`config.mk`:
```
export PLATFORM = sky130hd
export DESIGN_NAME = lz77_triple_encoder
export DESIGN_NICKNAME = d
export VERILOG_FILES = /design/src/sv/lzte_pkg.sv /design/src/sv/lzte_ctrl.sv /design/src/sv/lzte_dp.sv /design/src/sv/lz77_triple_encoder.sv
export SDC_FILE = /design/constraint.sdc
export NUM_CORES = 1
export LEC_CHECK = 0
export ABC_CLOCK_PERIOD_IN_PS = 9200
export BUFFER_PORTS_ARGS = -buffer_cell sky130_fd_sc_hd__buf_4
export CORE_ASPECT_RATIO = 1.2
export CORE_MARGIN = 3
export CORE_UTILIZATION = 45
export CTS_BUF_LIST = sky130_fd_sc_hd__clkbuf_16
export DETAILED_ROUTE_END_ITERATION = 8
export GPL_TIMING_DRIVEN = 0
export SETUP_SLACK_MARGIN = 0.1
export SYNTH_ARGS = -nofsm -noshare
export SYNTH_HDL_FRONTEND = slang
export SYNTH_SLANG_ARGS = --single-unit
```
`constraint.sdc`:
```
create_clock -name aclk -period 9.2 [get_ports aclk]
set_input_delay 0.46 -clock aclk [delete_from_list [all_inputs] [get_ports aclk]]
set_output_delay 0.46 -clock aclk [all_outputs]
set_load 0.05 [all_outputs]
```
`src/sv/lzte_pkg.sv`:
```
package lzte_pkg;

    localparam int DICT_SIZE_DEF = 128;
    localparam int LOOK_SIZE_DEF = 16;
    localparam int POS_W = 7;
    localparam int LEN_W = 4;

    typedef enum logic [5:0] {
        ST_IDLE = 6'b000001,
        ST_FILL = 6'b000010,
        ST_RD   = 6'b000100,
        ST_CMP  = 6'b001000,
        ST_EMIT = 6'b010000,
        ST_SLIDE = 6'b100000
    } state_t;

    typedef struct packed {
        logic accept;
        logic fill;
        logic rd_issue;
        logic adv_i;
        logic pos_end;
        logic emit;
        logic slide;
    } cmd_t;

    typedef struct packed {
        logic first_seen;
        logic acc_search;
        logic fill_last;
        logic i_at_limit;
        logic last_p;
        logic data_eq;
        logic out_free;
        logic slide_last;
        logic more_flush;
    } stat_t;

endpackage

```
`src/sv/lzte_ctrl.sv`:
```
module lzte_ctrl
    import lzte_pkg::*;
(
    input  logic   aclk,
    input  logic   aresetn,
    input  logic   s_valid,
    input  logic   s_end_of_stream,
    output logic   s_ready,
    input  stat_t  stat,
    output cmd_t   cmd
);

    state_t state_reg, state_next;

    assign s_ready = (state_reg == ST_IDLE) && (stat.first_seen || stat.out_free);

    always_comb begin
        state_next = state_reg;
        cmd = '0;
        case (state_reg)
            ST_IDLE: begin
                if (s_valid && s_ready) begin
                    cmd.accept = 1'b1;
                    if (!stat.first_seen) begin
                        state_next = s_end_of_stream ? ST_IDLE : ST_FILL;
                    end else if (stat.acc_search) begin
                        state_next = ST_RD;
                    end
                end
            end
            ST_FILL: begin
                cmd.fill = 1'b1;
                if (stat.fill_last) state_next = ST_IDLE;
            end
            ST_RD: begin
                if (stat.i_at_limit) begin
                    cmd.pos_end = 1'b1;
                    if (stat.last_p) state_next = ST_EMIT;
                end else begin
                    cmd.rd_issue = 1'b1;
                    state_next = ST_CMP;
                end
            end
            ST_CMP: begin
                if (stat.data_eq) begin
                    cmd.adv_i = 1'b1;
                    state_next = ST_RD;
                end else begin
                    cmd.pos_end = 1'b1;
                    state_next = stat.last_p ? ST_EMIT : ST_RD;
                end
            end
            ST_EMIT: begin
                if (stat.out_free) begin
                    cmd.emit = 1'b1;
                    state_next = ST_SLIDE;
                end
            end
            ST_SLIDE: begin
                cmd.slide = 1'b1;
                if (stat.slide_last) state_next = stat.more_flush ? ST_RD : ST_IDLE;
            end
            default: state_next = ST_IDLE;
        endcase
    end

    always_ff @(posedge aclk) begin
        if (!aresetn) state_reg <= ST_IDLE;
        else state_reg <= state_next;
    end

endmodule

```
`src/sv/lzte_dp.sv`:
```
module lzte_dp
    import lzte_pkg::*;
#(
    parameter int DICT_SIZE = DICT_SIZE_DEF,
    parameter int LOOK_SIZE = LOOK_SIZE_DEF
) (
    input  logic             aclk,
    input  logic             aresetn,
    input  logic [7:0]       s_data_byte,
    input  logic             s_end_of_stream,
    input  cmd_t             cmd,
    output stat_t            stat,
    output logic             m_valid,
    input  logic             m_ready,
    output logic [POS_W-1:0] m_match_position,
    output logic [LEN_W-1:0] m_match_length,
    output logic [7:0]       m_next_symbol,
    output logic             m_last_of_run,
    output logic             m_stream_done
);

    localparam int DW = $clog2(DICT_SIZE);
    localparam int LW = (LOOK_SIZE > 1) ? $clog2(LOOK_SIZE) : 1;
    localparam int CW = $clog2(LOOK_SIZE + 1);
    localparam int XW = DW + CW + 1;

    logic [7:0] win_mem [DICT_SIZE];
    logic [7:0] win_rdata_reg;
    logic [7:0] look_reg [LOOK_SIZE];

    logic [DW-1:0] wbase_reg, p_reg, fill_reg, bpos_reg;
    logic [CW-1:0] i_reg, best_reg, maxlen_reg, k_reg, count_reg;
    logic [LW-1:0] lhead_reg;
    logic          first_reg, flush_reg;
    logic [7:0]    byte_reg;

    logic             m_valid_reg;
    logic [POS_W-1:0] pos_reg;
    logic [LEN_W-1:0] len_reg;
    logic [7:0]       sym_reg;
    logic             last_reg, done_reg;

    function automatic logic [DW-1:0] widx(logic [DW-1:0] base, logic [DW:0] off);
        logic [DW+1:0] s;
        s = {2'b0, base} + {1'b0, off};
        if (s >= (DW+2)'(DICT_SIZE)) s = s - (DW+2)'(DICT_SIZE);
        return s[DW-1:0];
    endfunction

    function automatic logic [LW-1:0] lidx(logic [LW-1:0] base, logic [CW-1:0] off);
        logic [CW+LW:0] s;
        s = (CW+LW+1)'(base) + (CW+LW+1)'(off);
        if (s >= (CW+LW+1)'(LOOK_SIZE)) s = s - (CW+LW+1)'(LOOK_SIZE);
        return s[LW-1:0];
    endfunction

    logic [CW-1:0] look_off;
    logic [7:0]    look_rd;
    logic [DW:0]   rem;
    logic [CW:0]   n_ext;
    logic [CW-1:0] count_after;
    logic          win_we;
    logic [DW-1:0] win_waddr, win_raddr;
    logic [7:0]    win_wdata;

    always_comb begin
        if (cmd.emit) look_off = best_reg;
        else if (cmd.slide) look_off = k_reg;
        else look_off = i_reg;
    end
    assign look_rd = look_reg[lidx(lhead_reg, look_off)];

    assign rem = (DW+1)'(DICT_SIZE) - {1'b0, p_reg};
    assign n_ext = {1'b0, best_reg} + (CW+1)'(1);
    assign count_after = count_reg - n_ext[CW-1:0];

    assign stat.first_seen = first_reg;
    assign stat.acc_search = s_end_of_stream || (count_reg == CW'(LOOK_SIZE - 1));
    assign stat.fill_last  = (fill_reg == DW'(DICT_SIZE - 1));
    assign stat.i_at_limit = (XW'(i_reg) == XW'(maxlen_reg)) || (XW'(i_reg) == XW'(rem));
    assign stat.last_p     = (p_reg == DW'(DICT_SIZE - 1));
    assign stat.data_eq    = (win_rdata_reg == look_rd);
    assign stat.out_free   = !m_valid_reg || m_ready;
    assign stat.slide_last = (k_reg == best_reg);
    assign stat.more_flush = flush_reg && (count_after != '0);

    assign win_raddr = widx(wbase_reg, (DW+1)'(p_reg) + (DW+1)'(i_reg));
    assign win_we    = cmd.fill || cmd.slide;
    assign win_waddr = cmd.fill ? fill_reg : widx(wbase_reg, (DW+1)'(k_reg));
    assign win_wdata = cmd.fill ? byte_reg : look_rd;

    always_ff @(posedge aclk) begin
        if (win_we) win_mem[win_waddr] <= win_wdata;
        if (cmd.rd_issue) win_rdata_reg <= win_mem[win_raddr];
    end

    always_ff @(posedge aclk) begin
        if (cmd.accept && first_reg) look_reg[lidx(lhead_reg, count_reg)] <= s_data_byte;
    end

    always_ff @(posedge aclk) begin
        if (!aresetn) begin
            first_reg   <= 1'b0;
            flush_reg   <= 1'b0;
            count_reg   <= '0;
            lhead_reg   <= '0;
            wbase_reg   <= '0;
            m_valid_reg <= 1'b0;
        end else begin
            if (m_ready) m_valid_reg <= 1'b0;
            if (cmd.accept) begin
                if (!first_reg) begin
                    m_valid_reg <= 1'b1;
                    pos_reg  <= '0;
                    len_reg  <= '0;
                    sym_reg  <= s_data_byte;
                    last_reg <= 1'b1;
                    done_reg <= s_end_of_stream;
                    first_reg <= !s_end_of_stream;
                    fill_reg <= '0;
                    byte_reg <= s_data_byte;
                    wbase_reg <= '0;
                end else begin
                    count_reg <= count_reg + CW'(1);
                    if (stat.acc_search) begin
                        flush_reg  <= s_end_of_stream;
                        maxlen_reg <= count_reg;
                        p_reg    <= '0;
                        i_reg    <= '0;
                        best_reg <= '0;
                        bpos_reg <= '0;
                    end
                end
            end
            if (cmd.fill) fill_reg <= fill_reg + DW'(1);
            if (cmd.adv_i) i_reg <= i_reg + CW'(1);
            if (cmd.pos_end) begin
                if (i_reg > best_reg) begin
                    best_reg <= i_reg;
                    bpos_reg <= p_reg;
                end
                p_reg <= p_reg + DW'(1);
                i_reg <= '0;
            end
            if (cmd.emit) begin
                m_valid_reg <= 1'b1;
                pos_reg  <= POS_W'(bpos_reg);
                len_reg  <= LEN_W'(best_reg);
                sym_reg  <= look_rd;
                last_reg <= !flush_reg || (count_after == '0);
                done_reg <= flush_reg && (count_after == '0);
                k_reg    <= '0;
            end
            if (cmd.slide) begin
                k_reg <= k_reg + CW'(1);
                if (stat.slide_last) begin
                    wbase_reg <= widx(wbase_reg, (DW+1)'(n_ext));
                    lhead_reg <= lidx(lhead_reg, n_ext[CW-1:0]);
                    count_reg <= count_after;
                    if (stat.more_flush) begin
                        maxlen_reg <= count_after - CW'(1);
                        p_reg    <= '0;
                        i_reg    <= '0;
                        best_reg <= '0;
                        bpos_reg <= '0;
                    end else if (flush_reg) begin
                        first_reg <= 1'b0;
                        flush_reg <= 1'b0;
                        count_reg <= '0;
                        lhead_reg <= '0;
                    end
                end
            end
        end
    end

    assign m_valid          = m_valid_reg;
    assign m_match_position = pos_reg;
    assign m_match_length   = len_reg;
    assign m_next_symbol    = sym_reg;
    assign m_last_of_run    = last_reg;
    assign m_stream_done    = done_reg;

`ifndef SYNTH
    a_count_bound: assert property (@(posedge aclk) disable iff (!aresetn)
        count_reg <= CW'(LOOK_SIZE)) else $error("lookahead count overflow");
    a_i_bound: assert property (@(posedge aclk) disable iff (!aresetn)
        cmd.adv_i |-> i_reg < maxlen_reg) else $error("match index past limit");
    a_emit_free: assert property (@(posedge aclk) disable iff (!aresetn)
        cmd.emit |-> best_reg <= maxlen_reg) else $error("match longer than limit");
`endif

endmodule

```
`src/sv/lz77_triple_encoder.sv`:
```
// Operation: the first byte of a stream gives its literal in the cycle after transfer,
// then, unless it ends the stream, fills the window with that byte. Each triple comes
// from a search over every window position, an emit that waits while m_ready holds
// the output, and a slide of the window by L+1 bytes (L = match length).
// Throughput: one byte transfer per cycle while the lookahead fills.
// Reset: synchronous active-low aresetn clears control; window is written before use.
module lz77_triple_encoder
    import lzte_pkg::*;
#(
    parameter int DICT_SIZE = DICT_SIZE_DEF,
    parameter int LOOK_SIZE = LOOK_SIZE_DEF
) (
    input  logic             aclk,
    input  logic             aresetn,
    input  logic             s_valid,
    output logic             s_ready,
    input  logic [7:0]       s_data_byte,
    input  logic             s_end_of_stream,
    output logic             m_valid,
    input  logic             m_ready,
    output logic [POS_W-1:0] m_match_position,
    output logic [LEN_W-1:0] m_match_length,
    output logic [7:0]       m_next_symbol,
    output logic             m_last_of_run,
    output logic             m_stream_done
);

    cmd_t  cmd;
    stat_t stat;

    lzte_ctrl u_ctrl (
        .aclk            (aclk),
        .aresetn         (aresetn),
        .s_valid         (s_valid),
        .s_end_of_stream (s_end_of_stream),
        .s_ready         (s_ready),
        .stat            (stat),
        .cmd             (cmd)
    );

    lzte_dp #(
        .DICT_SIZE (DICT_SIZE),
        .LOOK_SIZE (LOOK_SIZE)
    ) u_dp (
        .aclk             (aclk),
        .aresetn          (aresetn),
        .s_data_byte      (s_data_byte),
        .s_end_of_stream  (s_end_of_stream),
        .cmd              (cmd),
        .stat             (stat),
        .m_valid          (m_valid),
        .m_ready          (m_ready),
        .m_match_position (m_match_position),
        .m_match_length   (m_match_length),
        .m_next_symbol    (m_next_symbol),
        .m_last_of_run    (m_last_of_run),
        .m_stream_done    (m_stream_done)
    );

endmodule

```
==> results.py <==
metrics = {
    "clocking": {
        "postCtsSetupRepairBufs": 0,
        "clock_sinks": 1255,
        "clkLatencyLatePin_ns": 0.73,
        "root_buffer": "clkbuf_16",
        "cts_inserted_buffers": 121,
        "cts_buffer_depth": 3,
        "clkTransAtPathRegs_ns": 0.06,
        "htree_levels": 3,
        "cts_tree": "yes",
    },
    "global_routing": {
        "grt_pass1_wl_mm": 178.9,
        "grt_overflow_total": 0,
        "grtUsageMet3": 0.03482,
        "use_met2": 0.3541,
        "grt_max_degree": 93,
        "antenna_found_initial": 1,
        "track_usage": 0.2094,
        "grt_pass1_vias": 25820,
        "top_usage_layer": "met2",
        "use_met1": 0.2742,
    },
    "critical_path": {
        "cp.arrival_ns": 7.37,
        "cpMostUsedCell": "clkbuf_1",
        "worstPathMaxFanout": 10,
        "startpoint_type": "flop",
        "slowest_stage": "fa_1",
        "worstSetupStartpoint": "u_ctrl.state_reg[1]",
        "cp-end-kind": "flop",
        "cpLargestDelayFamily": "simple AND/OR/NAND/NOR gates",
        "rrSetupSlack_ns": 2.31,
        "critical_path_class": "reg2reg",
        "r2r_start": "u_ctrl.state_reg[1]",
        "crit_required_ns": 9.68,
        "crit_chain": "or4_1 -> nor2_1 -> a21oi_1 -> o21bai_1 -> ha_1 -> inv_1 -> fa_1 -> clkbuf_1 -> clkbuf_1 -> mux4_2 -> mux4_1 -> xnor2_1 -> nand4_1 -> o21ai_4 -> nand2_1 -> mux2_2",
        "cpPeakStageDelay_ns": 0.70,
        "crit_buf_inv": 3,
    },
    "synthesis": {
        "yosysSeqAreaShare": 0.7333,
        "synth_top_cell_by_area": "edfxtp_1",
        "synth_area_um2": 51050,
        "synth_cell_types": 66,
        "avgSynthCellArea_um2": 20.52,
        "synthTopCellsByArea": "edfxtp_1 72%, mux4_2 16%, nor2_1 1.6%",
        "ys_ff_latch": 1255,
        "synth_top_area_share": 0.7235,
        "synthArstFlopShare": 0,
        "synthFlopType": "edfxtp_1",
        "synth_edf_count": 1230,
        "synth_cells": 2488,
        "yosysWarnings": 0,
        "synth_nets": 2558,
    },
    "final_layout": {
        "layout_commonest_cell": "edfxtp_1",
        "largest_reg_flops": 1024,
        "num-nets-final": 2727,
        "finalInstanceArea_um2": 57370,
        "layout_common_cells": "1230 x edfxtp_1, 372 x mux4_2, 211 x nor2_1, 123 x clkbuf_16, 86 x nand2_1",
        "multi_input_area_um2": 13140,
        "fill_cells": 8833,
        "drive_gt1_frac": 0.2340,
        "syn2layout_area_growth_pct": 12.38,
        "seq_area_um2": 37440,
        "finalNonFillerCells": 4253,
    },
    "place": {
        "dp_hpwl_mm": 81.73,
        "place_congestion": 0.8875,
        "pre_cts_slack_ns": 2.289,
        "placed_area_um2": 53500,
        "dp_cells": 4029,
        "port_buffers": 35,
    },
    "min_path": {
        "hold_path_class": "in2reg",
        "min_from": "s_data_byte[0]",
    },
    "routing": {
        "drtPass1Iterations": 5,
        "ant_nets": 0,
        "vias_per_cell": 5.843,
        "dr.first_iter.drc_count": 2344,
        "via_count": 24850,
        "wl_per_cell_um": 28.58,
        "route.detailed.drc": 0,
        "wl_mm": 121.6,
    },
    "timing": {
        "tightest_slew_ns": 1.404,
        "max_freq_ghz": 0.1452,
        "finalSetupViolCount": 0,
        "skew_ns": 0.03837,
        "fin_crit_sh": 0.7485,
        "setup_tns_ns": 0,
        "hold_viol": 0,
        "min_period_ns": 6.887,
        "slew_viol_final": 0,
        "fin_ws_ns": 2.313,
        "grt_setup_unrepaired": "no",
        "relSlewSlack": 0.06408,
    },
    "power": {
        "vdd_ir_drop_max_v": 0.0001610,
        "p_leak_nw": 18.04,
        "powerDensity_nw_per_um2": 232.9,
    },
    "status": {
        "outcome": "completed",
    },
    "die": {
        "die_x_um": 313.5,
        "coreArea_um2": 111800,
        "die_area_um2": 117500,
        "rows": 134,
        "ioPinCount": 36,
        "initial_core_util": 0.4565,
        "fp.dieH_um": 375.0,
    },
    "run": {
        "maxCapViolations": 0,
    },
}
==> through the flow <==
step	power [mW]	hold slack, ns	util
finish	13.36	0.08662	0.5130
floorplan	7.878	0.5027	-
global placement	8.652	0.5436	0.4756
global route	13.77	0.07233	0.5130
CTS	13.49	0.02125	0.5130
detailed placement	8.665	0.5448	0.4784
==> timing repair <==
| item | CTS | global route |
|---|---|---|
| hold buffers | 1 | 0 |
| hold endpoints to repair | 2 | 0 |
| resized for setup | 0 | 0 |
==> power breakdown <==
group          internal (mW)  switching [mW]
Sequential              6.51          0.0263
Combinational          0.773            1.21
Clock                   2.74            2.10
==> path summary, 6_finish.rpt <==
path                                            endpoint  cells after the start
worst max-delay path                       u_dp.p_reg[1]                     16
worst min-delay path                 u_dp.look_reg[6][0]                      1
worst max register to register             u_dp.p_reg[1]                     16
worst min register to register  u_dp.m_match_position[4]                      1
==> Yosys cell counts, drive strengths merged, types with 9 or more instances <==
cell type  count
o21ai         25
nor2b         10
a21o          12
xor2          27
nor2         212
nand3         34
ha            45
fa            12
nor3          17
xnor2         40
and2          12
nand2         94
mux2i         16
and3          12
mux2          23
mux4         376
a21oi         34
nand4          9
dfxtp         25
clkbuf        84
edfxtp      1230
buf           31
nand2b         9
inv           26
==> cells by family (layout without fill, tap and decap cells) <==
| group | after synthesis | in the layout | share of synthesized area |
|---|---|---|---|
| xor+xnor | 67 | 67 | 0.01186 |
| simple gates | 439 | 439 | 0.03926 |
| buf+inv | 142 | 410 | 0.01078 |
| flops | 1255 | 1255 | 0.7333 |
| compound gates | 113 | 113 | 0.01448 |
| other cells | 0 | 1 | 0 |
| fa+ha+maj | 57 | 57 | 0.01573 |
| mux | 415 | 415 | 0.1746 |
==> cell type report <==
cell class | count | area share
antenna | 1 | 0.00004362
buffer | 115 | 0.007829
inverter | 27 | 0.001766
clock buffer | 123 | 0.05365
timing repair buffer | 46 | 0.009050
clock inverter | 99 | 0.01346
tap | 1496 | 0.03263
multi-input combinational | 1091 | 0.2291
sequential | 1255 | 0.6525
==> routing by layer <==
metal,vias to the layer above,part of all wire,wire length [um]
met2,856,0.51,61690
met4,0,0.038,4574
met3,215,0.059,7210
met5,-,0,0
met1,13210,0.40,48090
li1,10570,-,-
Power figures use the tool's default switching activity.
